<file path="src/art_pkg.sv">
// Shared types and constants for the ARP resolution table.
// No dependencies; used by arp_resolution_table_core and the bench.
package art_pkg;

  localparam logic [1:0] OP_SEND = 2'd0;
  localparam logic [1:0] OP_ARP  = 2'd1;
  localparam logic [1:0] OP_IPV4 = 2'd2;
  localparam logic [1:0] OP_TICK = 2'd3;

  localparam logic [1:0] KIND_IPV4    = 2'd0;
  localparam logic [1:0] KIND_REQUEST = 2'd1;
  localparam logic [1:0] KIND_REPLY   = 2'd2;
  localparam logic [1:0] KIND_DELIVER = 2'd3;

  localparam logic [1:0] REG_OWN_MAC = 2'd0;
  localparam logic [1:0] REG_OWN_IP  = 2'd1;
  localparam logic [1:0] REG_HOLD    = 2'd2;
  localparam logic [1:0] REG_LIFE    = 2'd3;

  localparam logic [14:0] HOLD_RESET = 15'd5000;
  localparam logic [14:0] LIFE_RESET = 15'd30000;
  localparam logic [47:0] MAC_BCAST  = 48'hFFFF_FFFF_FFFF;

  // One table entry as stored in RAM (valid bit kept in flops).
  typedef struct packed {
    logic [31:0] ip;
    logic [47:0] mac;
    logic        resolved;
    logic [14:0] time_left;
    logic        has_waiting;
    logic [15:0] waiting_handle;
  } entry_t;

  localparam int ENTRY_W = $bits(entry_t);

  // Result item.
  typedef struct packed {
    logic [1:0]  kind;
    logic [47:0] dst;
    logic [31:0] tip;
    logic [47:0] tmac;
    logic [15:0] handle;
  } result_t;

endpackage

</file>
<file path="src/art_ram.sv">
// Generic single-port-write, single-read RAM with registered read.
// No dependencies.
module art_ram #(
  parameter int WIDTH = 8,
  parameter int DEPTH = 16
) (
  input  logic                     clk,
  input  logic                     we,
  input  logic [$clog2(DEPTH)-1:0] waddr,
  input  logic [WIDTH-1:0]         wdata,
  input  logic [$clog2(DEPTH)-1:0] raddr,
  output logic [WIDTH-1:0]         rdata
);
  logic [WIDTH-1:0] mem [DEPTH];

  always_ff @(posedge clk) begin
    if (we) begin
      mem[waddr] <= wdata;
    end
    rdata <= mem[raddr];
  end
endmodule

</file>
<file path="src/arp_resolution_table_core.sv">
// Top level of the ARP resolution table: sequencer, entry RAM, valid flops.
// Depends on art_pkg and art_ram.
//
// Usage:
//  - Command channel: an item (operation plus fields) is taken when start is
//    high and busy is low. busy stays high until the item is fully handled.
//  - Results: each result sits on the result ports for one cycle with
//    result_valid high; last_result marks the final one of an item. The
//    receiver cannot stall, so results never wait.
//  - Config: cfg_we/cfg_index/cfg_data write own_mac, own_ip,
//    request_hold_ms, entry_life_ms; write only while busy is low.
//  - Timing: send, ARP and tick items sweep the table once through the entry
//    RAM, one slot per cycle (one read port, registered read). busy stays
//    high for the sweep on a tick; a send or ARP item adds the S_FINISH
//    state, and an ARP item that gives two results adds S_EMIT2 as well.
//    The first result is registered in S_FINISH and a second one in S_EMIT2,
//    right after it. An IPv4 item needs no sweep: busy stays low, its result
//    shows in the next cycle and another item can be taken at once. The slot
//    sweep is what sets the rate.
//  - Reset: valid flops clear at once (no clearing pass), config registers
//    return to their reset values; RAM contents are only used for slots
//    whose valid flop is set.
//  - Lookup result (match / lowest free slot) is known after the sweep; the
//    write-back then happens in S_FINISH using a copy of the hit slot held
//    in a register from the sweep.
module arp_resolution_table_core #(
  parameter int TABLE_ENTRIES = 16
) (
  input  logic        clk,
  input  logic        rst,
  input  logic        start,
  output logic        busy,
  input  logic [1:0]  operation,
  input  logic [31:0] peer_ip,
  input  logic [47:0] sender_mac,
  input  logic [47:0] frame_dst_mac,
  input  logic [31:0] asked_ip,
  input  logic        arp_is_request,
  input  logic        parse_ok,
  input  logic [15:0] datagram_handle,
  input  logic [15:0] elapsed_ms,
  input  logic        cfg_we,
  input  logic [1:0]  cfg_index,
  input  logic [47:0] cfg_data,
  output logic        result_valid,
  output logic [1:0]  frame_kind,
  output logic [47:0] dest_mac,
  output logic [31:0] arp_target_ip,
  output logic [47:0] arp_target_mac,
  output logic [15:0] out_handle,
  output logic        last_result
);
  localparam int AW = (TABLE_ENTRIES > 1) ? $clog2(TABLE_ENTRIES) : 1;
  localparam int CW = $clog2(TABLE_ENTRIES + 1);
  localparam logic [CW-1:0] LAST_IDX = CW'(TABLE_ENTRIES - 1);

  typedef enum logic [2:0] {
    S_IDLE, S_SCAN, S_FINISH, S_EMIT2
  } state_t;

  state_t state;

  logic [47:0] own_mac;
  logic [31:0] own_ip;
  logic [14:0] hold_ms;
  logic [14:0] life_ms;

  // latched item
  logic [1:0]  op;
  logic [31:0] ip_q;
  logic [47:0] smac_q;
  logic [31:0] asked_q;
  logic        req_q;
  logic        ok_q;
  logic [15:0] handle_q;
  logic [15:0] elapsed_q;

  logic [TABLE_ENTRIES-1:0] valid;

  // sweep control
  logic [CW-1:0] rd_idx;     // address being issued
  logic          rd_pend;    // data for chk_idx arrives this cycle
  logic [AW-1:0] chk_idx;
  logic          hit;
  logic [AW-1:0] hit_idx;
  art_pkg::entry_t hit_ent;
  logic          has_free;
  logic [AW-1:0] free_idx;

  logic          we;
  logic [AW-1:0] waddr;
  art_pkg::entry_t wdata;
  art_pkg::entry_t rdata;

  art_pkg::result_t res2;   // queued second result

  art_ram #(.WIDTH(art_pkg::ENTRY_W), .DEPTH(TABLE_ENTRIES)) u_ram (
    .clk  (clk),
    .we   (we),
    .waddr(waddr),
    .wdata(wdata),
    .raddr(rd_idx[AW-1:0]),
    .rdata(rdata)
  );

  assign busy = (state != S_IDLE);

  // tick write-back happens during the sweep, one slot per cycle
  logic chk_valid;
  logic tick_alive;
  assign chk_valid  = rd_pend && valid[chk_idx];
  assign tick_alive = {1'b0, rdata.time_left} > elapsed_q;

  always_comb begin
    we    = 1'b0;
    waddr = chk_idx;
    wdata = rdata;
    if (state == S_SCAN && op == art_pkg::OP_TICK && chk_valid && tick_alive) begin
      we             = 1'b1;
      wdata.time_left = 15'(({1'b0, rdata.time_left} - elapsed_q));
    end else if (state == S_FINISH) begin
      waddr = hit ? hit_idx : free_idx;
      if (op == art_pkg::OP_SEND && !hit && has_free) begin
        we                   = 1'b1;
        wdata.ip             = ip_q;
        wdata.mac            = '0;
        wdata.resolved       = 1'b0;
        wdata.time_left      = hold_ms;
        wdata.has_waiting    = 1'b1;
        wdata.waiting_handle = handle_q;
      end else if (op == art_pkg::OP_ARP && ok_q && (hit || has_free)) begin
        we                   = 1'b1;
        wdata.ip             = ip_q;
        wdata.mac            = smac_q;
        wdata.resolved       = 1'b1;
        wdata.time_left      = life_ms;
        wdata.has_waiting    = 1'b0;
        wdata.waiting_handle = hit ? hit_ent.waiting_handle : 16'd0;
      end
    end
  end

  always_ff @(posedge clk) begin
    if (rst) begin
      state        <= S_IDLE;
      own_mac      <= '0;
      own_ip       <= '0;
      hold_ms      <= art_pkg::HOLD_RESET;
      life_ms      <= art_pkg::LIFE_RESET;
      valid        <= '0;
      result_valid <= 1'b0;
      last_result  <= 1'b0;
      rd_pend      <= 1'b0;
      rd_idx       <= '0;
    end else begin
      result_valid <= 1'b0;
      last_result  <= 1'b0;
      if (cfg_we) begin
        unique case (cfg_index)
          art_pkg::REG_OWN_MAC: own_mac <= cfg_data;
          art_pkg::REG_OWN_IP:  own_ip  <= cfg_data[31:0];
          art_pkg::REG_HOLD:    hold_ms <= cfg_data[14:0];
          art_pkg::REG_LIFE:    life_ms <= cfg_data[14:0];
          default: ;
        endcase
      end
      unique case (state)
        S_IDLE: begin
          if (start) begin
            op        <= operation;
            ip_q      <= peer_ip;
            smac_q    <= sender_mac;
            asked_q   <= asked_ip;
            req_q     <= arp_is_request;
            ok_q      <= parse_ok;
            handle_q  <= datagram_handle;
            elapsed_q <= elapsed_ms;
            hit       <= 1'b0;
            has_free  <= 1'b0;
            hit_idx   <= '0;
            free_idx  <= '0;
            rd_idx    <= '0;
            rd_pend   <= 1'b0;
            if (operation == art_pkg::OP_IPV4) begin
              if (parse_ok && frame_dst_mac == own_mac) begin
                result_valid   <= 1'b1;
                last_result    <= 1'b1;
                frame_kind     <= art_pkg::KIND_DELIVER;
                dest_mac       <= '0;
                arp_target_ip  <= '0;
                arp_target_mac <= '0;
                out_handle     <= datagram_handle;
              end
            end else begin
              state <= S_SCAN;
            end
          end
        end
        S_SCAN: begin
          // issue next address, check returned slot
          rd_pend <= (rd_idx <= LAST_IDX);
          chk_idx <= rd_idx[AW-1:0];
          if (rd_idx <= LAST_IDX) begin
            rd_idx <= rd_idx + 1'b1;
          end
          if (rd_pend) begin
            if (op == art_pkg::OP_TICK) begin
              if (chk_valid && !tick_alive) begin
                valid[chk_idx] <= 1'b0;
              end
            end else begin
              if (chk_valid && rdata.ip == ip_q && !hit) begin
                hit     <= 1'b1;
                hit_idx <= chk_idx;
                hit_ent <= rdata;
              end
              if (!valid[chk_idx] && !has_free) begin
                has_free <= 1'b1;
                free_idx <= chk_idx;
              end
            end
          end
          if (rd_pend && chk_idx == LAST_IDX[AW-1:0]) begin
            state <= (op == art_pkg::OP_TICK) ? S_IDLE : S_FINISH;
          end
        end
        S_FINISH: begin
          state <= S_IDLE;
          dest_mac       <= '0;
          arp_target_ip  <= '0;
          arp_target_mac <= '0;
          out_handle     <= '0;
          if (op == art_pkg::OP_SEND) begin
            if (hit) begin
              if (hit_ent.resolved) begin
                result_valid <= 1'b1;
                last_result  <= 1'b1;
                frame_kind   <= art_pkg::KIND_IPV4;
                dest_mac     <= hit_ent.mac;
                out_handle   <= handle_q;
              end
            end else begin
              result_valid  <= 1'b1;
              last_result   <= 1'b1;
              frame_kind    <= art_pkg::KIND_REQUEST;
              dest_mac      <= art_pkg::MAC_BCAST;
              arp_target_ip <= ip_q;
              if (has_free) begin
                valid[free_idx] <= 1'b1;
              end
            end
          end else if (op == art_pkg::OP_ARP && ok_q) begin
            if (!hit && has_free) begin
              valid[free_idx] <= 1'b1;
            end
            res2.kind   <= art_pkg::KIND_REPLY;
            res2.dst    <= smac_q;
            res2.tip    <= ip_q;
            res2.tmac   <= smac_q;
            res2.handle <= '0;
            if (hit && hit_ent.has_waiting) begin
              result_valid <= 1'b1;
              frame_kind   <= art_pkg::KIND_IPV4;
              dest_mac     <= smac_q;
              out_handle   <= hit_ent.waiting_handle;
              if (req_q && asked_q == own_ip) begin
                state <= S_EMIT2;
              end else begin
                last_result <= 1'b1;
              end
            end else if (req_q && asked_q == own_ip) begin
              result_valid   <= 1'b1;
              last_result    <= 1'b1;
              frame_kind     <= art_pkg::KIND_REPLY;
              dest_mac       <= smac_q;
              arp_target_ip  <= ip_q;
              arp_target_mac <= smac_q;
            end
          end
        end
        S_EMIT2: begin
          result_valid   <= 1'b1;
          last_result    <= 1'b1;
          frame_kind     <= res2.kind;
          dest_mac       <= res2.dst;
          arp_target_ip  <= res2.tip;
          arp_target_mac <= res2.tmac;
          out_handle     <= res2.handle;
          state          <= S_IDLE;
        end
        default: state <= S_IDLE;
      endcase
    end
  end

  // result strobes are well formed, a taken non-IPv4 item makes the block busy, RAM writes only in S_SCAN/S_FINISH
  a_last_implies_valid: assert property (@(posedge clk) disable iff (rst)
    last_result |-> result_valid) else $error("last without valid");
  a_emit2_follows: assert property (@(posedge clk) disable iff (rst)
    state == S_EMIT2 |-> result_valid && !last_result)
    else $error("second result without first");
  a_no_start_busy: assert property (@(posedge clk) disable iff (rst)
    (state == S_IDLE && start && operation != art_pkg::OP_IPV4) |=> busy)
    else $error("item not taken");
  a_write_scan: assert property (@(posedge clk) disable iff (rst)
    we |-> (state == S_SCAN || state == S_FINISH))
    else $error("stray RAM write");
endmodule

</file>
<file path="config.mk">
export PLATFORM = sky130hd
export DESIGN_NAME = arp_resolution_table_core
export DESIGN_NICKNAME = d
export VERILOG_FILES = /design/src/art_pkg.sv /design/src/art_ram.sv /design/src/arp_resolution_table_core.sv
export SDC_FILE = /design/constraint.sdc
export NUM_CORES = 2
export LEC_CHECK = 0
export ABC_AREA = 1
export BUFFER_PORTS_ARGS = -buffer_cell sky130_fd_sc_hd__buf_2
export CELL_PAD_IN_SITES_DETAIL_PLACEMENT = 1
export CELL_PAD_IN_SITES_GLOBAL_PLACEMENT = 1
export CORE_MARGIN = 4
export CORE_UTILIZATION = 46
export DETAILED_ROUTE_END_ITERATION = 10
export MAX_ROUTING_LAYER = met4
export PLACE_DENSITY_LB_ADDON = 0.1
export SLEW_MARGIN = 0
export SYNTH_ARGS = -nofsm -noshare
export SYNTH_HDL_FRONTEND = slang
export SYNTH_SLANG_ARGS = --single-unit
</file>
<file path="constraint.sdc">
create_clock -name clk -period 10.8 [get_ports clk]
set_input_delay 1.62 -clock clk [delete_from_list [all_inputs] [get_ports clk]]
set_output_delay 1.62 -clock clk [all_outputs]
set_load 0.05 [all_outputs]
</file>
Word-level counts from Yosys, hierarchy flattened --
Memory sizes are Yosys's and may differ from the RTL's. A register that Yosys moved wholly into a read port is not among the register bits. Cells that the tools add are included.
Word-level totals: register bits 591, memory bits (writable) 1808, bits of input ports 250, output and inout port bits 149, logic and storage cells 246, memories kept 1
Memory list:
- u_ram.mem | words 16, bits a word 113, rd ports 1, clocked after Yosys merged registers in 1, write ports 1, RTL line art_ram.sv:14 | logic [WIDTH-1:0] mem [DEPTH];
Operators by class: $add $sub $neg 2, $lt $le $gt $ge 6, equality and inequality tests 31, muxes and demuxes 119, bitwise logic cells 6, reduce and logical (&&, ||, !) cells 47
Operators by type and width (count):
- $mux 48 | 12
- $mux 113 | 3
- $pmux 48 s3 | 2
- $mux 16 | 17
- $mux 32 | 8
- $pmux 32 s3 | 1
- $mux 81 | 1
- $eq 32x32->1 | 2
- $eq 48x48->1 | 1
- $pmux 16 s3 | 1
- $mux 4 | 10
- $pmux 16 s2 | 1
- $mux 1 | 29
- $mux 2 | 14
- $logic_and 1x1->1 | 19
- $mux 17 | 1
- $and 16x16->16 | 1
- $gt 15x16->1 | 1
- $not 16->16 | 1
- $or 16x16->16 | 1
- $pmux 4 s2 | 2
- $reduce_and 8->1 | 2
- $mux 15 | 1
- $sub 15x15->15 | 1
- 36 further kinds | 79

Depth between registers and ports, before layout --
word-level depth 10, gate-level depth with buffers 18, gate-level depth less buffers 17

Hierarchy --
A second synthesis with hierarchy kept.
Second synthesis, totals: cell total of the unflattened synthesis 10323, area, all modules 106651.0 µm²
By module, submodules not included:
- art_ram | times used 1, cells each 7413, area each 79423.7 µm², seq. area each 56554.2 µm²
- arp_resolution_table_core | times used 1, cells each 2910, area each 27227.4 µm², seq. area each 16355.7 µm²

Worst setup path before layout --
Ideal clock, no wire load.
path type in2reg, from input rst, to register arp_target_ip[0], enable pin, library setup time 0.696 ns, arrival 9.453 ns, data required time 10.104 ns, setup slack 0.651 ns, cell stages on the path 6, buffers on the path 3, cell sequence clkbuf_1 inv_1 clkbuf_1 clkbuf_1 nand2_1 a21oi_1
Between the ends: longest elaborated chain between the ends 2
Ends and longest elaborated chain:
- from (decl) | RTL line arp_resolution_table_core.sv:30 | input logic rst,
- $not 1->1 (no source line)
- $reduce_and 5->1 (no source line)
- to (signal assigned) | RTL line arp_resolution_table_core.sv:247 | arp_target_ip <= ip_q;
- to (signal assigned) | RTL line arp_resolution_table_core.sv:276 | arp_target_ip <= ip_q;
- to (signal assigned) | RTL line arp_resolution_table_core.sv:286 | arp_target_ip <= res2.tip;
- to (decl) | RTL line arp_resolution_table_core.sv:48 | output logic [31:0] arp_target_ip,
No other way between the ends. A chain may end at the register's enable or synchronous reset.

Final worst setup path --
from register elapsed_q[0], to memory u_ram.mem[9][58] (netlist name), enable pin
Between the ends: longest elaborated chain between the ends 5, elaborated cells between the ends (all ways) 6, classes of those cells order compare (1); mux (4); reduce/logical (1)
Ends and longest elaborated chain:
- from (decl) | RTL line arp_resolution_table_core.sv:76 | logic [15:0] elapsed_q;
- from (signal assigned) | RTL line arp_resolution_table_core.sv:177 | elapsed_q <= elapsed_ms;
- $gt 15x16->1 * | RTL line arp_resolution_table_core.sv:112 | assign tick_alive = {1'b0, rdata.time_left} > elapsed_q;
- $logic_and 1x1->1 * | RTL line arp_resolution_table_core.sv:118 | if (state == S_SCAN && op == art_pkg::OP_TICK && chk_valid && tick_alive) begin
- $mux 1 | RTL line arp_resolution_table_core.sv:118
- $mux 1 | RTL line art_ram.sv:17 | if (we) begin
- $mux 1 (implied by the code) | RTL line art_ram.sv:18 | mem[waddr] <= wdata;
- to (decl) | RTL line art_ram.sv:14
Every way passes the cells marked *; elsewhere a longest branch is shown, timed or not.

==> metrics.md <==
| Metric | Value |
|---|---|
| RSZ-0062 raised after global routing | false |
| Sequential power share | 0.462 |
| Delay-heaviest family, CP | simple AND/OR/NAND/NOR gates |
| Syn Inst Count | 7,289 |
| Initial Util | 0.463 |
| VDD IR max | 216 µV |
| Final WL | 288,000 µm |
| Sequential Area | 72,900 µm² |
| Max cap viols | 0 |
| Synth Cell Area | approximately 98,000 µm² |
| Worst path slowest cell | buf_4 |
| Die width | 470 µm |
| Crit end category | flip-flop |
| P_int | 0.0189 W |
| Routed len/inst | around 27 µm |
| Relative slew margins | 0.125 |
| CP Max Fanout | between 40 and 50 |
| Power Dens Cells | 242 nW/µm² |
| Core Region | 213,000 µm² |
| Total negative slack | 0 ps |
| Final non-filler cell total | roughly 11k |
| Clk pin slew, worst setup/hold paths | around 60 ps |
| DR vias | 62.6k |
| Post-synth ARST share | 0 |
| Num rows | roughly 170 |
| Highest Clock Rate | 0.194 GHz |
| Status | finished clean |
| Gr ovfl total | 0 |
| P_leak | 37.8 nW |
| Final WS setup | 5630 ps |
| Synthesis-to-finish area growth | 13.7% |
| CTS tree | done |
| Share of layout cells above drive strength 1 | 0.123 |
| Primary FF master, synth | edfxtp_1 |
| Skew final | 46.1 ps |
| First-pass GRT wire length | about 430,000 µm |
| Die Y | 470 µm |
| Worst-Margin Slew | 1310 ps |
| Number of DRC markers in iteration 0 | 5,547 |
| Synth Warn # | 0 |
| Hold Path Class | reg2reg |
| Share of total power in the clock network | 0.335 |
| Worst EP arrival | between 5000 and 6000 ps |
| Most frequent CP cell | nand2_1 |
| Clock sinks | around 2.5k |
| WP data required | 11,320 ps |
| Post-DP HPWL | 158,000 µm |
| Buf+Inv Stages, Crit Path | 3 |
| Largest net degree at the start of global routing | 205 |
| DR pass1 iterations | 5 |
| Min Tclk post-route | 5170 ps |
| Comb power frac | 0.203 |
| Overall Global Routing Usage | 0.263 |
| Most common cell after layout, fill and taps aside | edfxtp_1 |
| Switch share | 0.301 |
| Final period util | 0.478 |
| Clock Tree Root | clkbuf_16 |
| Crit path largest cell delay | ~800 ps |
| Final hold violation count | 0 |
| Most frequent cells in the layout | edfxtp_1, nor2_1, nand2_1, o21ai_0, buf_2 |
| Final hold slack | roughly 420 ps |
| Vias in the first global route | 64.3k |
| Vias per Instance | 5.88 |
| Post-synth EDFFs | around 2.3k |
| Fill count | 20.9k |
| Crit Path Class | reg2reg |
| CP cell instances | ha_1 -> fa_1 -> inv_1 -> nand3_1 -> nand2_1 -> nand2_1 -> nand2_1 -> nand2_1 -> a21boi_1 -> nand3_2 -> nand2_2 -> nand2_1 -> nor2_4 -> buf_4 -> buf_4 |
| CP startpoint kind | flip-flop |
| Mapped Avg Cell Area | 13.5 µm² |
| DRC | 0 |
| Total CTS buffers | ~290 |
| I/O pin count | 399 |
| H-tree depth | 5 |
| Multi-input gate area | 22,800 µm² |
| Nets | approximately 7.9k |
| Pre-CTS setup slack | ~5500 ps |
| Cts hold-fix bufs | 0 |
| Resized cells post-CTS | 0 |
| Maximum buffer depth of the clock tree | 4 |
| Netlist cell types | 54 |
| Final core occ | 0.526 |
| Post-synth net total | 7,559 |
| Detail Route Antenna Nets | 0 |
| Register area share after synthesis | 0.741 |
| Final setup viols | 0 |
| Switching pwr | 0.00814 W |
| Placer Congestion | 0.854 |
| Cells after DPL | 10.2k |
| Skew-Pair Late Insertion Delay | just over 900 ps |
| Initial antenna violation count | 19 |
| Max Slew Vio Count | 0 |
| Die area | 221,000 µm² |
| Post-CTS Setup Inserts | 0 |
| Port-buffer cells | 398 |
| Flops & latches, synth | 2,511 |
[layer usage]
metal,track usage,vias up,routed length (µm)
met4,0.0686,0,6990
li1,-,27846,-
met5,-,-,0
met3,0.0369,481,16800
met1,0.371,32278,131000
met2,0.403,1997,133000
[per-stage QoR]
stage | cell area (µm²) | total power, W
after CTS | 112000 | 0.0273
after floorplan | 98400 | 0.0162
final | 112000 | 0.0271
after global placement | 103000 | 0.0180
after global routing | 112000 | 0.0283
after detailed placement | 103000 | 0.0182
[cells by family (layout without fill, tap and decap cells)]
family          count (synthesis)  after routing  synth area share
flops                        2511           2511             0.741
simple gates                 2166           2166            0.0902
compound gates               1480           1480            0.0961
buf+inv                       705           1240            0.0293
mux                           349            349            0.0355
xor+xnor                       58             58           0.00516
fa+ha+maj                      20             20           0.00262
other cells                     0             10                 0
[power by group through the flow]
stage	Sequential, W	Clock [W]	Combinational, W
2_1_floorplan	0.0125	0	0.00372
3_3_place_gp	0.0127	0	0.00531
3_5_place_dp	0.0127	0	0.00549
4_1_cts	0.0125	0.00925	0.00552
5_1_grt	0.0125	0.00968	0.00607
6_report	0.0125	0.00908	0.00550
[final cells by class]
cell class                      count  area share
Clock inverter                     95     0.00628
Inverter                          236     0.00819
Clock buffer                      394      0.0709
Antenna cell                       10    0.000224
Timing Repair Buffer              515      0.0270
Multi-Input combinational cell   4073       0.204
Tap cell                         2821      0.0316
Sequential cell                  2511       0.652
[sequential cells by signal (all words and copies together), names as in the netlist, 15 cells and up]
signal,count
life_ms,15
hit_ent,66
res2,80
hold_ms,15
ip_q,32
arp_target_ip,32
dest_mac,48
arp_target_mac,48
handle_q,16
u_ram.mem,1808
own_mac,48
u_ram.rdata,113
asked_q,32
valid,16
out_handle,16
elapsed_q,16
own_ip,32
smac_q,48
[path summary, 6_finish.rpt]
| path | slack [ps] | depth (start not counted) | start | end |
|---|---|---|---|---|
| min | 420 | 0 | u_ram.rdata[2] | hit_ent[2] |
| min reg2reg | 420 | 0 | u_ram.rdata[2] | hit_ent[2] |
| max | 5630 | 15 | elapsed_q[0] | u_ram.mem[9][58] |
| max reg2reg | 5630 | 15 | elapsed_q[0] | u_ram.mem[9][58] |
[cell usage after synthesis, types with 69 or more instances]
master / number / area share
edfxtp_1: 2262 / 0.69
nor2_1: 983 / 0.038
nand2_1: 743 / 0.028
o21ai_0: 716 / 0.036
mux2i_1: 349 / 0.036
o221ai_1: 349 / 0.031
clkbuf_1: 318 / 0.012
nand3_1: 267 / 0.014
dfxtp_1: 249 / 0.051
inv_1: 221 / 0.0084
a21oi_1: 128 / 0.0065
o211ai_1: 92 / 0.0070
o32ai_1: 87 / 0.0077
buf_2: 73 / 0.0037
nor3_1: 69 / 0.0035
Power figures use the tool's default switching activity.
